===== config.mk =====
export PLATFORM = sky130hd
export DESIGN_NAME = sdp_sqrt_cell
export DESIGN_NICKNAME = d
export VERILOG_FILES = /design/src/sdp_sqrt_cell.sv
export SDC_FILE = /design/constraint.sdc
export NUM_CORES = 1
export LEC_CHECK = 0
export BUFFER_PORTS_ARGS = -buffer_cell sky130_fd_sc_hd__buf_2
export CORE_MARGIN = 8
export CORE_UTILIZATION = 30
export DETAILED_ROUTE_END_ITERATION = 12
export MAX_ROUTING_LAYER = met4
export SYNTH_ARGS = -nofsm -noshare
export SYNTH_HDL_FRONTEND = slang
export SYNTH_SLANG_ARGS = --single-unit

===== constraint.sdc =====
create_clock -name clk -period 7.6 [get_ports clk]
set_clock_uncertainty 0.2 [all_clocks]
set_input_delay 1.52 -clock clk [delete_from_list [all_inputs] [get_ports clk]]
set_output_delay 1.52 -clock clk [all_outputs]
set_load 0.05 [all_outputs]

===== src/sdp_sqrt_cell.sv =====
// One bit step of a restoring integer square root, registered.
module sdp_sqrt_cell #(
	parameter int RW = 15
) (
	input  logic            clk,
	input  logic            en,
	input  logic [2*RW-1:0] rad_i,
	input  logic [RW+1:0]   rem_i,
	input  logic [RW-1:0]   root_i,
	output logic [2*RW-1:0] rad_o,
	output logic [RW+1:0]   rem_o,
	output logic [RW-1:0]   root_o
);

	logic [RW+3:0] cur;
	logic [RW+3:0] trial;
	logic [RW+3:0] diff;
	logic          take;
	logic [2*RW-1:0] rad_q;
	logic [RW+1:0]   rem_q;
	logic [RW-1:0]   root_q;

	always_comb begin
		cur = {rem_i, rad_i[2*RW-1 -: 2]};
		trial = {2'b00, root_i, 2'b01};
		diff = cur - trial;
		take = (cur >= trial);
	end

	always_ff @(posedge clk) begin
		if (en) begin
			rad_q <= {rad_i[2*RW-3:0], 2'b00};
			rem_q <= take ? diff[RW+1:0] : cur[RW+1:0];
			root_q <= {root_i[RW-2:0], take};
		end
	end

	assign rad_o = rad_q;
	assign rem_o = rem_q;
	assign root_o = root_q;

endmodule


==> results.yml <==
synth:
  syn_inst: 220
  synth_cell_types: 43
  synth-simple-area-share: 0.0612
  synth_top_family_by_area: "compound AO/OA/AOI/OAI gates"
  synthMuxAreaShare: 0.0649
  avgSynthCellArea_um2: 13.7
  synth-seq-cells: 60
  synth_top_cell_area_share: 0.599
  yosysWarningCount: 0
  yosysMostFrequentCell: "edfxtp_1"
  synth_xor_area_frac: 0.0379
  ys_seq_area_frac: 0.599
  syn_area_um2: 3010
  synth_adder_area_share: 0.0707
  ys_async_sr_fraction: 0
  synth_top_area_cell: "edfxtp_1"
  synth_flop_cell: "edfxtp_1"
  synth_edf_count: 60
  synthTopCellsByArea: "edfxtp_1 60%, ha_1 7.1%, mux2_2 3.0%"
  netlist_top_cells_count: "60 x edfxtp_1, 23 x inv_1, 17 x ha_1, 15 x a21oi_1, 11 x nor2_1"
  synth_compound_area_frac: 0.116
floorplan:
  fp.dieH_um: 116
  die_area_um2: 13500
  row_count: 36
  initial_core_util: 0.308
  ios: 126
  die_x_um: 116
  core_area_um2: 9770
placed_design:
  dp_hpwl_mm: 5.57
  post-place-ws_ns: 3.31
  gp_congestion: 0.806
  portBuffers: 123
worst_setup_path:
  start_kind: "primary input"
  crit_top_cell: "nand2_1"
  cpPeakStageDelay_ns: 0.60
  critPathArrivalTime_ns: 3.80
  cp_slowest_cell: "o221ai_4"
  critPathKind: "in -> reg"
  cp.required_ns: 7.48
  critPathCaptureType: "register"
  crit_chain: "buf_2, inv_1, ha_1, nand2_1, o21ai_0, nand2_1, o21a_1, o221ai_4, mux2_2"
  path_max_fanout: 18
drt:
  drt_iter0_markers: 87
  wl_mm: 7.35
  ant_nets: 0
  wl_per_cell_um: 15.1
  dr.pass1.iters: 4
  routed_via_density: 4.42
  drcViolationCount: 0
  vias: 2146
layout:
  syn_to_final_growth_pct: 29.6
  fin_nets: 430
  diodes: 0
  layout-drive-gt1-share: 0.453
  post-route-util: 0.399
clock_tree:
  cts_made_buffers: 9
  cts_tree: "yes"
  holdBufCountCts: 0
  post_cts_buffers: 0
  root_buffer: "clkbuf_8"
  cts-htree-levels: 3
  clk_pin_slew_worst_paths_ns: 0.07
  cts-resized-gates: 0
  max-clock-path-buffers: 2
  cts.sinks: 60
run_status:
  status: "finished clean"
timing:
  fin_hold_ws_ns: 1.15
  relSlewSlack: 0.485
  fmax_mhz: 255
  hold_viol: 0
  final-setup-viol-count: 0
  rsz0062_at_grt: "false"
  setup_ws_ns: 3.68
  tightest_slew_ns: 0.772
  setup_tns_ns: 0
  maxSlewViolCount: 0
  period_needed_ns: 3.92
  timing.final.crit_share: 0.516
power_and_ir_drop:
  ir_drop_uv: 61.6
  p_per_area_nw_per_um2: 240
  leakage_nw: 1.72
worst_hold_path:
  min_from: "rad_i[19]"
  holdPathStages: 1
  hold_path_class: "in -> reg"
  hold_end: "rad_o[21]"
grt:
  grt_pass1_wl_mm: 10.9
  grt_max_degree: 61
  grt_use_total: 0.110
  grt_overflow_total: 0
  antenna_found_initial: 0
  grt_pass1_vias: 2226
job:
  maxCapViolCount: 0
==> metal layers <==
metal,wire (um),track usage,share of wire,vias to the layer above
li1,-,-,-,1073
met3,600,0.0372,0.082,6
met1,3150,0.127,0.43,990
met2,3530,0.177,0.48,77
met4,72,0.0363,0.0098,0
met5,0,-,0,-
==> worst max-delay path by stage <==
stage,depth (start not counted),to,slack (ns),startpoint
after floorplan,10,rem_o[10],3.87,root_i[7]
after global placement,9,rem_o[9],3.38,root_i[6]
after detailed placement,9,rem_o[4],3.31,root_i[7]
after CTS,9,rem_o[8],3.67,root_i[7]
after global routing,9,rem_o[9],3.52,root_i[7]
final,9,rem_o[9],3.68,root_i[7]
==> worst max-delay path: cells and delay by family <==
| family | cells | cell delay [ns] |
|---|---|---|
| and+or+nand+nor | 2 | 0.22 |
| buffers and inverters | 2 | 0.13 |
| adders and majority gates | 1 | 0.42 |
| AOI/OAI and AO/OA | 3 | 1.10 |
| muxes | 1 | 0.41 |
==> area by class of cell <==
type	count	area, um^2
sequential	60	1800
multi-input combinational	131	1060
fill	979	5880
inverter	23	86.3
clock buffer	9	124
timing repair buffer	124	623
clock inverter	6	32.5
tap	133	166
==> kinds of logic (layout without fill, tap and decap cells) <==
family	Yosys count	count (layout)
compound gates	46	46
xor+xnor	13	13
fa+ha+maj	17	17
buf+inv	30	162
flops	60	60
mux	16	16
other cells	1	2
simple gates	37	37
==> cell usage in the layout (no fill, tap or decap), drive strengths merged, types with 5 or more instances in the layout <==
master / count
nor3: 5
o21ai: 10
edfxtp: 60
ha: 17
inv: 23
clkbuf: 9
nor2: 11
buf: 124
a21oi: 15
xnor2: 9
mux2: 13
nand2: 8
==> state kept, by name, summed over array words and instances, names as in the netlist <==
name / cells
rad_o: 28
rem_o: 17
root_o: 15
==> report_power, final <==
group          switching (mW)  internal (mW)  total [mW]
Clock                   0.130          0.113       0.243
Sequential            0.00708          0.405       0.412
Combinational           0.198         0.0831       0.281
==> per-stage QoR <==
step | cells | instance area [um^2] | power, mW
floorplan | 221 | 3010 | 0.633
global placement | 471 | 3740 | 0.701
detailed placement | 471 | 3740 | 0.703
CTS | 486 | 3900 | 0.950
global route | 486 | 3900 | 0.980
finish | 486 | 3900 | 0.936
(Power assumes the default switching activity.)
