--- src/sdp_pkg.sv ---
// Shared types, constants and the arctangent table of the stick square-to-disc mapper.
package sdp_pkg;

	localparam int CORDIC_STEPS_DEF = 16;
	localparam int ATAN_ENTRIES = 24;
	localparam int CW = 34;                 // CORDIC datapath width
	localparam logic [6:0] AXIS_COUNT_RST = 7'd8;
	localparam logic [29:0] UNIT_SQ = 30'd1073676289;   // 32767 * 32767

	// atan(2^-i) in units of pi/2^31.
	localparam logic [31:0] ATAN_TAB [ATAN_ENTRIES] = '{
		32'd536870912, 32'd316933406, 32'd167458907, 32'd85004756, 32'd42667331,
		32'd21354465, 32'd10680862, 32'd5340245, 32'd2670163, 32'd1335087,
		32'd667544, 32'd333772, 32'd166886, 32'd83443, 32'd41722,
		32'd20861, 32'd10430, 32'd5215, 32'd2608, 32'd1304,
		32'd652, 32'd326, 32'd163, 32'd81
	};

	typedef struct packed {
		logic [4:0] stick_index;
		logic signed [15:0] raw_x;
		logic signed [15:0] raw_y;
	} req_t;

	typedef struct packed {
		logic index_valid;
		logic signed [15:0] x_norm;
		logic signed [15:0] y_norm;
		logic signed [15:0] angle;
		logic [14:0] radius;
	} rsp_t;

	typedef struct packed {
		logic zero;
		logic signed [CW-1:0] x;
		logic signed [CW-1:0] y;
		logic signed [CW-1:0] acc;
	} cordic_t;

	typedef struct packed {
		logic inb;
		logic signed [15:0] xn;
		logic signed [15:0] yn;
	} side_t;

endpackage

--- src/sdp_cordic_cell.sv ---
// One vectoring step of the CORDIC angle chain, registered.
module sdp_cordic_cell #(
	parameter int SHIFT = 0,
	parameter logic [31:0] ATAN = 32'd0
) (
	input  logic             clk,
	input  logic             en,
	input  sdp_pkg::cordic_t c_i,
	output sdp_pkg::cordic_t c_o
);

	logic signed [sdp_pkg::CW-1:0] dx;
	logic signed [sdp_pkg::CW-1:0] dy;
	logic signed [sdp_pkg::CW-1:0] step;
	logic                          pos;
	sdp_pkg::cordic_t              nxt;
	sdp_pkg::cordic_t              c_q;

	always_comb begin
		dx = c_i.y >>> SHIFT;
		dy = c_i.x >>> SHIFT;
		step = $signed({{(sdp_pkg::CW-32){1'b0}}, ATAN});
		pos = !c_i.y[sdp_pkg::CW-1] && (c_i.y != '0);
		nxt.zero = c_i.zero;
		if (pos) begin
			nxt.x = c_i.x + dx;
			nxt.y = c_i.y - dy;
			nxt.acc = c_i.acc + step;
		end else begin
			nxt.x = c_i.x - dx;
			nxt.y = c_i.y + dy;
			nxt.acc = c_i.acc - step;
		end
	end

	always_ff @(posedge clk) begin
		if (en) begin
			c_q <= nxt;
		end
	end

	assign c_o = c_q;

endmodule

--- config.mk ---
export PLATFORM = sky130hd
export DESIGN_NAME = sdp_cordic_cell
export DESIGN_NICKNAME = d
export VERILOG_FILES = /design/src/sdp_pkg.sv /design/src/sdp_cordic_cell.sv
export SDC_FILE = /design/constraint.sdc
export NUM_CORES = 1
export LEC_CHECK = 0
export ABC_AREA = 1
export ABC_CLOCK_PERIOD_IN_PS = 2230
export BUFFER_PORTS_ARGS = -buffer_cell sky130_fd_sc_hd__buf_2
export CAP_MARGIN = 30
export CORE_MARGIN = 3
export CORE_UTILIZATION = 45
export DETAILED_ROUTE_END_ITERATION = 8
export PLACE_DENSITY = 0.75
export SETUP_SLACK_MARGIN = 0.05
export SLEW_MARGIN = 20
export SYNTH_ARGS = -nofsm -noshare
export SYNTH_HDL_FRONTEND = slang
export SYNTH_SLANG_ARGS = --single-unit
--- constraint.sdc ---
create_clock -name clk -period 2.23 [get_ports clk]
set_clock_uncertainty 0.05 [all_clocks]
set_input_delay 0.1115 -clock clk [delete_from_list [all_inputs] [get_ports clk]]
set_output_delay 0.1115 -clock clk [all_outputs]
set_load 0.01 [all_outputs]
==> flow_summary.toml, run 1 <==
[cells_and_area]
syn2layout_area_growth_pct = 42.1
final_nets = 2230
drive_gt1_share_pct = 29.7
num-fill-cells = 2030
num_antenna_cells = 0
largest_reg_flops = 102
final_area_um2 = 14600
multi_input_area_um2 = 6280
regArea_um2 = 3060
final_cells = 2307

[sta]
finalCritPeriodShare_pct = 94.6
final_max_slew_viol_count = 0
worst_pin_slew_ns = 0.696
fin_crit_ns = 2.11
finalHoldViolCount = 0
rsz0062_at_grt = "yes"
timing.fmax_ghz = 0.474
slew_headroom_pct = 53.4
finalSetupViolations = 0

[worst_hold_path]
hold_end = "c_o[68]"
hold_path_class = "in2reg"
hold_path_depth = 3
min_from = "c_i[68]"

[die]
core_um2 = 22200
core.rowCount = 54
initial_core_util_pct = 46.5
ios = 208
die_w_um = 157
die_area_um2 = 24800
die_y_um = 157

[setup_path]
critPathMaxFanout = 7
worstPathRequired_ns = 2.31
startpoint_type = "input pin"
crit_path_end_kind = "flip-flop"
critical_path_class = "in2reg"
crit_start = "c_i[37]"
cp.arrival_ns = 2.19

[run_status]
status = "finished clean"

[logic_synthesis]
netlist_instances = 1490
syn-num-nets = 1697
ys_seq_area_share_pct = 29.7
synth.distinct_cells = 41
synth_seq_cells = 102
synth_area_um2 = 10300
yosysWarnings = 0
synth_area_per_cell_um2 = 6.92

[routing]
wl_per_cell_um = 18.1
ant_nets = 0
drt_wl_total_mm = 41.7
viasPerCell = 5.27
firstDrtPassIters = 6
drc = 0
first_iter_violations = 1283
route.vias.total = 12200

[flow_run]
maxCapViolCount = 0

[global_route]
antenna_found_initial = 1
grt_pass1_vias = 11700
grt_max_degree = 44
grt_overflow = 0
grt_pass1_wl_mm = 63.4
gr-usage-all-layers_pct = 33.5

[power]
p_per_area_nw_per_um2 = 526
p_leak_nw = 7.61
irDropWorstVdd_v = 0.000429

[cts]
numCtsBuffers = 9
cts-root-buf = "clkbuf_16"
cts_tree = "built"
clockBufferDepth = 2
clock_sinks = 102
clkTransAtPathRegs_ns = 0.09
cts_max_level = 3

[placed_design]
dp.cells = 2256
post_dp_cell_area_um2 = 13900
place_hpwl_mm = 35.5
place_congestion = 1.06
numPortBuffers = 207
==> kinds of logic after synthesis <==
kind of cell | share of synthesized area, %
xor gates and xnor gates | 2.97
AOI/OAI and AO/OA | 14.3
DFF | 29.7
adders and majority gates | 12.6
buffers and inverters | 9.87
and+or+nand+nor | 30.5
==> cells in the final DEF, fill, tap and decap left out, drive strengths merged, types with 4 or more instances in the layout <==
cell	n
o21ai	107
nor2	134
nor3	17
dlygate4sd3	35
or2	6
nand4	16
buf	529
nand2	412
o21bai	7
ha	99
xor2	34
clkbuf	9
o211ai	8
a21o	10
nand3	146
nor4	4
a21oi	129
a31oi	4
inv	205
edfxtp	102
==> repair_timing <==
action                                  CTS  global route
endpoints found under the setup margin    0            23
gates resized for setup                   0            18
endpoints found under the hold margin    35             0
hold buffers                             35             0
setup buffers                             0             1
==> routing by layer <==
layer / wire length, um / GRT usage (%) / up-vias / share of wire (%)
met3: 4880 / 7.73 / 58 / 12
met4: 900 / 8.26 / 0 / 2.2
li1: - / - / 5963 / -
met1: 18700 / 49.0 / 5553 / 45
met5: 0 / 0 / - / 0
met2: 17200 / 50.0 / 593 / 41
==> where the power goes <==
group          switching [mW]  internal [mW]  leakage [nW]
logic                    2.02           1.48          6.47
registers              0.0905           2.41         0.997
clock network           0.809          0.891         0.149
total                    2.92           4.78          7.61
==> worst max path at each step <==
| stage | cells after the start | endpoint | slack [ns] |
|---|---|---|---|
| floorplan | 13 | c_o[58] | 0.29 |
| global placement | 15 | c_o[57] | -0.20 |
| detailed placement | 12 | c_o[50] | -0.27 |
| CTS | 12 | c_o[50] | 0.09 |
| global route | 12 | c_o[64] | 0.05 |
| finish | 14 | c_o[84] | 0.12 |
==> Yosys cell counts, drive strengths merged <==
library cell  instances  area (um^2)
nand2               412         1590
inv                 201          754
nand3               146          746
nor2                134          523
a21oi               129          676
o21ai               107          551
edfxtp              102         3060
ha                   99         1240
buf                  40          255
xor2                 34          298
nor3                 17          106
nand4                16          100
a21o                 10         75.1
o211ai                8         60.1
o21bai                7         52.6
or2                   6         37.5
a31oi                 4         25.0
nor4                  4         25.0
fa                    3         60.1
o21a                  3         22.5
a21boi                2         15.0
and2                  2         12.5
clkbuf                2         7.51
nand3b                1         7.51
xnor2                 1         8.76
==> layout make-up <==
cell class | count | area share (%)
Multi-Input combinational cell | 1145 | 42.9
Clock buffer | 9 | 1.54
Timing Repair Buffer | 564 | 26.6
Inverter | 201 | 5.15
Tap cell | 280 | 2.39
Clock inverter | 6 | 0.521
Sequential cell | 102 | 20.9
==> through the flow <==
step	setup WS, ns	total power [mW]	hold WS [ns]	TNS (ns)	utilization (%)
after floorplan	0.285	4.16	0.160	0	-
after global placement	-0.199	5.83	0.238	-3.50	62.9
after detailed placement	-0.267	5.88	0.240	-3.97	62.9
after CTS	0.0936	7.61	0.107	0	65.8
after global routing	0.0456	8.10	0.131	0	66.1
final	0.120	7.70	0.105	0	66.1
==> worst max-delay path: stages <==
cell and delay (ns):
buf_2 0.11, inv_1 0.04, ha_1 0.29, buf_4 0.17, inv_1 0.09, a21oi_1 0.23, inv_1 0.07, nor2_1 0.15
o21ai_1 0.14, nand2_1 0.15, nand2_2 0.12, nand2_1 0.12, nand2_1 0.06, o21ai_0 0.33
(Power assumes the default switching activity.)
==> run 2: changes to the inputs <==
ABC_CLOCK_PERIOD_IN_PS = 1800   (was 2230)
PLACE_DENSITY = 0.78   (was 0.75)
clock period = 1.8 ns   (was 2.23 ns; I/O delays follow)
==> run 2 against run 1 <==
  * Critical path depth down 2
  * Final area grew 17%
  * Non-clock buffer count rose by 72
  * The flow now finishes with violations (negative setup slack)
  * Critical endpoint is now c_o[48]
  * Hold slack worse by 0.041 ns
  * Clock power rose by 21%
  * Die area is the same
==> flow_summary.toml, run 2 (synthesis gave the netlist of run 1 again) <==
[global_route]
antenna_found_initial = 0
grt_pass1_wl_mm = 66.8
gr-usage-all-layers_pct = 35.3
grt_pass1_vias = 12200
grt_overflow = 0
grt_max_degree = 53

[power]
p_leak_nw = 8.29
total_power_mw = 10.6
irDropWorstVdd_v = 0.000461
p_per_area_nw_per_um2 = 620

[worst_hold_path]
hold_path_class = "in2reg"
min_from = "en"

[die]
initial_core_util_pct = 46.5
die_area_um2 = 24800
die_y_um = 157
core_um2 = 22200
ios = 208
core.rowCount = 54
die_w_um = 157

[sta]
final_max_slew_viol_count = 0
finalCritPeriodShare_pct = 101
finalSetupViolations = 1
tns_ns = -0.0129
finalHoldViolCount = 0
layout_setup_ws_ns = -0.0129
worst_hold_slack_ns = 0.0642
rsz0062_at_grt = "yes"
fin_crit_ns = 1.81
worst_pin_slew_ns = 0.505
timing.fmax_ghz = 0.552
slew_headroom_pct = 66.0

[routing]
drt_wl_total_mm = 49.2
firstDrtPassIters = 6
wl_per_cell_um = 20.7
drc = 0
viasPerCell = 5.60
first_iter_violations = 1452
ant_nets = 0
route.vias.total = 13300

[cells_and_area]
final_cell_mix = "370 x buf_4, 302 x nand2_1, 198 x buf_2"
final_nets = 2302
regArea_um2 = 3060
num_antenna_cells = 0
drive_gt1_share_pct = 49.4
num-fill-cells = 1568
syn2layout_area_growth_pct = 66.7
fin_util_pct = 77.5
multi_input_area_um2 = 8070
largest_reg_flops = 102
final_area_um2 = 17200
layout_commonest_cell = "buf_4"

[cts]
cts-root-buf = "clkbuf_16"
clkTransAtPathRegs_ns = 0.08
clock_sinks = 102
clockBufferDepth = 2
cts_max_level = 3
numCtsBuffers = 9
cts_tree = "built"

[placed_design]
post_dp_cell_area_um2 = 14300
numPortBuffers = 207
place_congestion = 1.05
place_hpwl_mm = 36.7

[setup_path]
startpoint_type = "input pin"
crit_path_end_kind = "flip-flop"
worstPathRequired_ns = 1.86
critical_path_class = "in2reg"
cp.arrival_ns = 1.88
crit_start = "c_i[37]"
critPathMaxFanout = 6

[flow_run]
maxCapViolCount = 0

[run_status]
violations = "negative setup slack"
status = "finished, violations left"
-- run 2: changes by cell type in the layout (fill, tap and decap cells not counted), moves of 36 or more --
cell / before / now
a21oi_1: 121 / 67
a21oi_2: 7 / 51
buf_4: 316 / 370
ha_4: 0 / 36
inv_1: 193 / 148
inv_2: 8 / 45
nand2_1: 400 / 302
nand2_2: 10 / 87
nor2_1: 126 / 54
nor2_2: 6 / 52
o21ai_0: 89 / 53
-- run 2: layer usage --
layer,GRT usage (%),vias to the layer above,share of wire [%]
met5,0,-,0
li1,-,6118,-
met1,50.5,6217,41
met2,55.2,865,44
met3,6.79,138,11
met4,8.80,0,3.6
-- run 2: final timing paths --
| kind | to | slack [ns] | cells after the start |
|---|---|---|---|
| worst max-delay path | c_o[48] | -0.01 | 12 |
| worst min-delay path | c_o[97] | 0.06 | 1 |
-- run 2: final cells by class --
class | instances | area share [%]
timing repair buffer | 636 | 26.9
tap | 280 | 2.04
multi-input combinational | 1145 | 47.0
inverter | 201 | 4.57
clock inverter | 7 | 0.437
sequential | 102 | 17.8
clock buffer | 9 | 1.31
-- run 2: timing repair --
item | 4_1_cts | 5_1_grt
hold buffers | 35 | 0
resized for setup | 135 | 395
pin swaps | 26 | 140
endpoints found under the setup margin | 62 | 55
buffers inserted | 9 | 27
hold endpoints to repair | 35 | 0
gates cloned | 0 | 4
-- run 2: where the power goes --
part | internal [mW] | total, mW | switching, mW
logic | 2.34 | 5.48 | 3.14
registers | 2.99 | 3.11 | 0.125
clock network | 0.988 | 2.06 | 1.07
-- run 2: per-stage QoR --
| step | std cells | worst slack, ns |
|---|---|---|
| 2_1_floorplan | 1490 | 0.0360 |
| 3_3_place_gp | 2292 | -0.612 |
| 3_5_place_dp | 2292 | -0.650 |
| 4_1_cts | 2351 | 0.00673 |
| 5_1_grt | 2380 | -0.0705 |
| 6_report | 2380 | -0.0129 |
-- run 2: worst max-delay path, cell delays in order --
cell and delay, ns:
buf_4 0.13, nor4_4 0.30, buf_4 0.19, nand3_2 0.11
nor2_2 0.15, nand3_2 0.16, nand2_4 0.19, clkinv_8 0.11
buf_12 0.17, nand2_2 0.06, o21ai_2 0.05, buf_4 0.15
==> run 3: changes to the inputs <==
CORE_MARGIN = 2   (was 3)
CORE_UTILIZATION = 52   (was 45)
PLACE_DENSITY = 0.87   (was 0.78)
==> run 3 against run 2 <==
  * The flow now stops in global routing
  * Synthesized cell count unchanged
  * Area after synthesis unchanged
==> flow_summary.toml, run 3 <==
[run_status]
status = "did not finish"
lastStage = "global routing"
stop_error = "[ERROR GRT-0232] Routing congestion too high. Check the congestion heatmap in the GUI."

[placed_design]
numPortBuffers = 207
place_congestion = 1.04
place_hpwl_mm = 36.9

[logic_synthesis]
ys_top_cells_by_count = "400 x nand2_1, 193 x inv_1, 143 x nand3_1"
yosysWarnings = 0
synth-edff-count = 102
synth_seq_cells = 102
synth_area_um2 = 10300
async_flop_share_pct = 0
synth_area_per_cell_um2 = 6.92
yosysMostFrequentCell = "nand2_1"
synthFlopType = "edfxtp_1"
yosys-top-cells-area = "edfxtp_1 30%, nand2_1 15%, ha_1 12%"
yosysTopAreaCellShare_pct = 29.7
synth.distinct_cells = 41
netlist_instances = 1490
ys_seq_area_share_pct = 29.7
syn-num-nets = 1697
synth.largest_area_cell = "edfxtp_1"

[die]
die_w_um = 145
initial_core_util_pct = 53.0
ios = 208
core.rowCount = 51
die_y_um = 145

[sta]
endpoint_type = "register data pin"
crit_endpoint = "c_o[51]$_DFFE_PP_/D"

[cts]
cts_max_level = 3
cts-root-buf = "clkbuf_16"
clock_sinks = 102
numCtsBuffers = 9
clockBufferDepth = 2

[global_route]
grt_overflow = 190
grt_max_degree = 32
gr-usage-all-layers_pct = 79.4
-- run 3: cell counts after synthesis --
No cell type changed its count.
-- run 3: through the flow --
step / setup WS, ns / cell area, um^2 / instances
floorplan: 0.0360 / 10400 / 1490
global placement: -0.624 / 14300 / 2284
detailed placement: -0.627 / 14300 / 2284
CTS: 0.0277 / 15900 / 2352
-- run 3: logic make-up after synthesis --
kind of cell               share of synthesized area (%)
AOI/OAI and AO/OA                                   14.3
and+or+nand+nor                                     30.5
DFF                                                 29.7
xor gates and xnor gates                            2.97
adders and majority gates                           12.6
buffers and inverters                               9.87
-- run 3: per-layer routing --
layer  overflow  GRT usage, %
met3          4          66.1
met5          0          33.8
met4         71          82.7
met2        105          94.8
met1         10          77.2
-- run 3: timing repair --
action                     4_1_cts
cloned                           1
hold endpoints to repair        35
pin swaps                       35
resized for setup              175
setup endpoints to repair       66
buffers inserted                16
hold buffers                    35
==> run 4: changes to the inputs <==
ABC_CLOCK_PERIOD_IN_PS = 2300   (was 1800)
CORE_UTILIZATION = 40   (was 52)
PLACE_DENSITY = not set   (was 0.87)
PLACE_DENSITY_LB_ADDON = 0.15   (was not set)
SETUP_SLACK_MARGIN = not set   (was 0.05)
clock period = 2.3 ns   (was 1.8 ns; I/O delays follow)
==> run 4 against run 3 <==
  * The flow now finishes without violations
==> flow_summary.toml, run 4 (synthesis gave the netlist of run 1 again) <==
[run_status]
status = "finished clean"

[setup_path]
cp-endpoint = "c_o[91]"
cp.arrival_ns = 2.19
crit_chain = "buf_2 -> inv_1 -> ha_1 -> nor2_2 -> inv_1 -> nor3_1 -> nand2_1 -> nand2_1 -> nand2_1 -> nand2_1 -> nand2_1 -> nand2_1 -> nand2_1 -> nand3_1 -> nand2_1"
max_stage_delay_ns = 0.42
worstPathRequired_ns = 2.31
slowest_stage = "ha_1"
crit_path_end_kind = "flip-flop"
startpoint_type = "input pin"
critPathTopFamily = "simple AND/OR/NAND/NOR gates"
cp.depth = 15
crit_path_frequent_cell = "nand2_1"
crit_start = "c_i[39]"
critPathMaxFanout = 9
worst-path-buf-inv = 3
critical_path_class = "in2reg"

[global_route]
grt_pass1_wl_mm = 62.6
grt_pass1_vias = 11200
gr-usage-all-layers_pct = 31.1
grt_overflow = 0
grt_max_degree = 43
antenna_found_initial = 1

[cts]
clkTransAtPathRegs_ns = 0.08
clock_sinks = 102
cts_tree = "built"
cts_max_level = 3
numCtsBuffers = 9
cts-root-buf = "clkbuf_16"
clockBufferDepth = 2
postCtsSetupBuffers = 0

[sta]
finalCritPeriodShare_pct = 94.8
worst_pin_slew_ns = 0.567
slew_headroom_pct = 62.2
finalHoldViolCount = 0
timing.fmax_ghz = 0.459
fin_crit_ns = 2.18
layout_setup_ws_ns = 0.120
rsz0062_at_grt = "no"
finalSetupViolations = 0
final_max_slew_viol_count = 0

[power]
p_leak_nw = 7.48
irDropWorstVdd_v = 0.000350
p_per_area_nw_per_um2 = 509

[cells_and_area]
final_area_um2 = 14500
num_antenna_cells = 0
syn2layout_area_growth_pct = 40.2
num-fill-cells = 2498
multi_input_area_um2 = 6230
final_cells = 2326
layout_commonest_cell = "nand2_1"
fin_util_pct = 57.2
largest_reg_flops = 102
final_cell_mix = "400 x nand2_1, 281 x buf_4, 206 x buf_2"
drive_gt1_share_pct = 27.8
final_nets = 2198
regArea_um2 = 3060

[placed_design]
numPortBuffers = 207
post_dp_cell_area_um2 = 13800
place_hpwl_mm = 36.1
place_congestion = 0.996
post-place-ws_ns = -0.202
dp.cells = 2275

[die]
die_area_um2 = 27100
die_y_um = 165
initial_core_util_pct = 40.8
ios = 208
core_um2 = 25300
core.rowCount = 58
die_w_um = 165

[routing]
drt_wl_total_mm = 41.8
viasPerCell = 5.06
first_iter_violations = 1001
wl_per_cell_um = 18.0
firstDrtPassIters = 7
ant_nets = 0
drc = 0
route.vias.total = 11800

[worst_hold_path]
hold_path_class = "in2reg"

[flow_run]
maxCapViolCount = 0
## run 4: worst min-delay path by stage
stage	from	to	slack [ns]	cells past startpoint
floorplan	c_i[0]	c_o[0]	0.16	0
global placement	c_i[21]	c_o[21]	0.24	1
detailed placement	c_i[8]	c_o[8]	0.24	1
CTS	c_i[68]	c_o[68]	0.13	3
global route	c_i[68]	c_o[68]	0.16	3
finish	c_i[68]	c_o[68]	0.14	3
## run 4: per-layer routing
| metal | global-route usage (%) | wire length [um] |
|---|---|---|
| met5 | 0 | 0 |
| met4 | 5.18 | 453 |
| met3 | 6.65 | 3940 |
| met1 | 45.9 | 20200 |
| met2 | 47.3 | 17300 |
## run 4: cell type report
type	count	share of cell area [%]
Inverter	201	5.22
Sequential cell	102	21.2
Timing Repair Buffer	532	25.5
Multi-Input combinational cell	1145	43.1
Tap cell	330	2.86
Clock buffer	9	1.56
Clock inverter	7	0.545
## run 4: per-stage QoR
stage / power, mW / TNS [ns] / hold slack [ns]
after floorplan: 4.03 / 0 / 0.164
after global placement: 5.64 / -3.08 / 0.241
after detailed placement: 5.67 / -3.04 / 0.243
after CTS: 7.32 / 0 / 0.130
after global routing: 7.80 / 0 / 0.161
final: 7.35 / 0 / 0.138
## run 4: report_power, final
part | leakage (nW) | internal, mW | switching [mW] | total (mW)
combinational | 6.33 | 1.38 | 1.96 | 3.35
sequential | 0.997 | 2.34 | 0.0637 | 2.40
clock | 0.152 | 0.863 | 0.742 | 1.60
## run 4: timing repair
item / CTS / global route
endpoints found under the hold margin: 35 / 0
hold buffers: 35 / 0
gates resized for setup: 0 / 1
setup endpoints to repair: 0 / 2
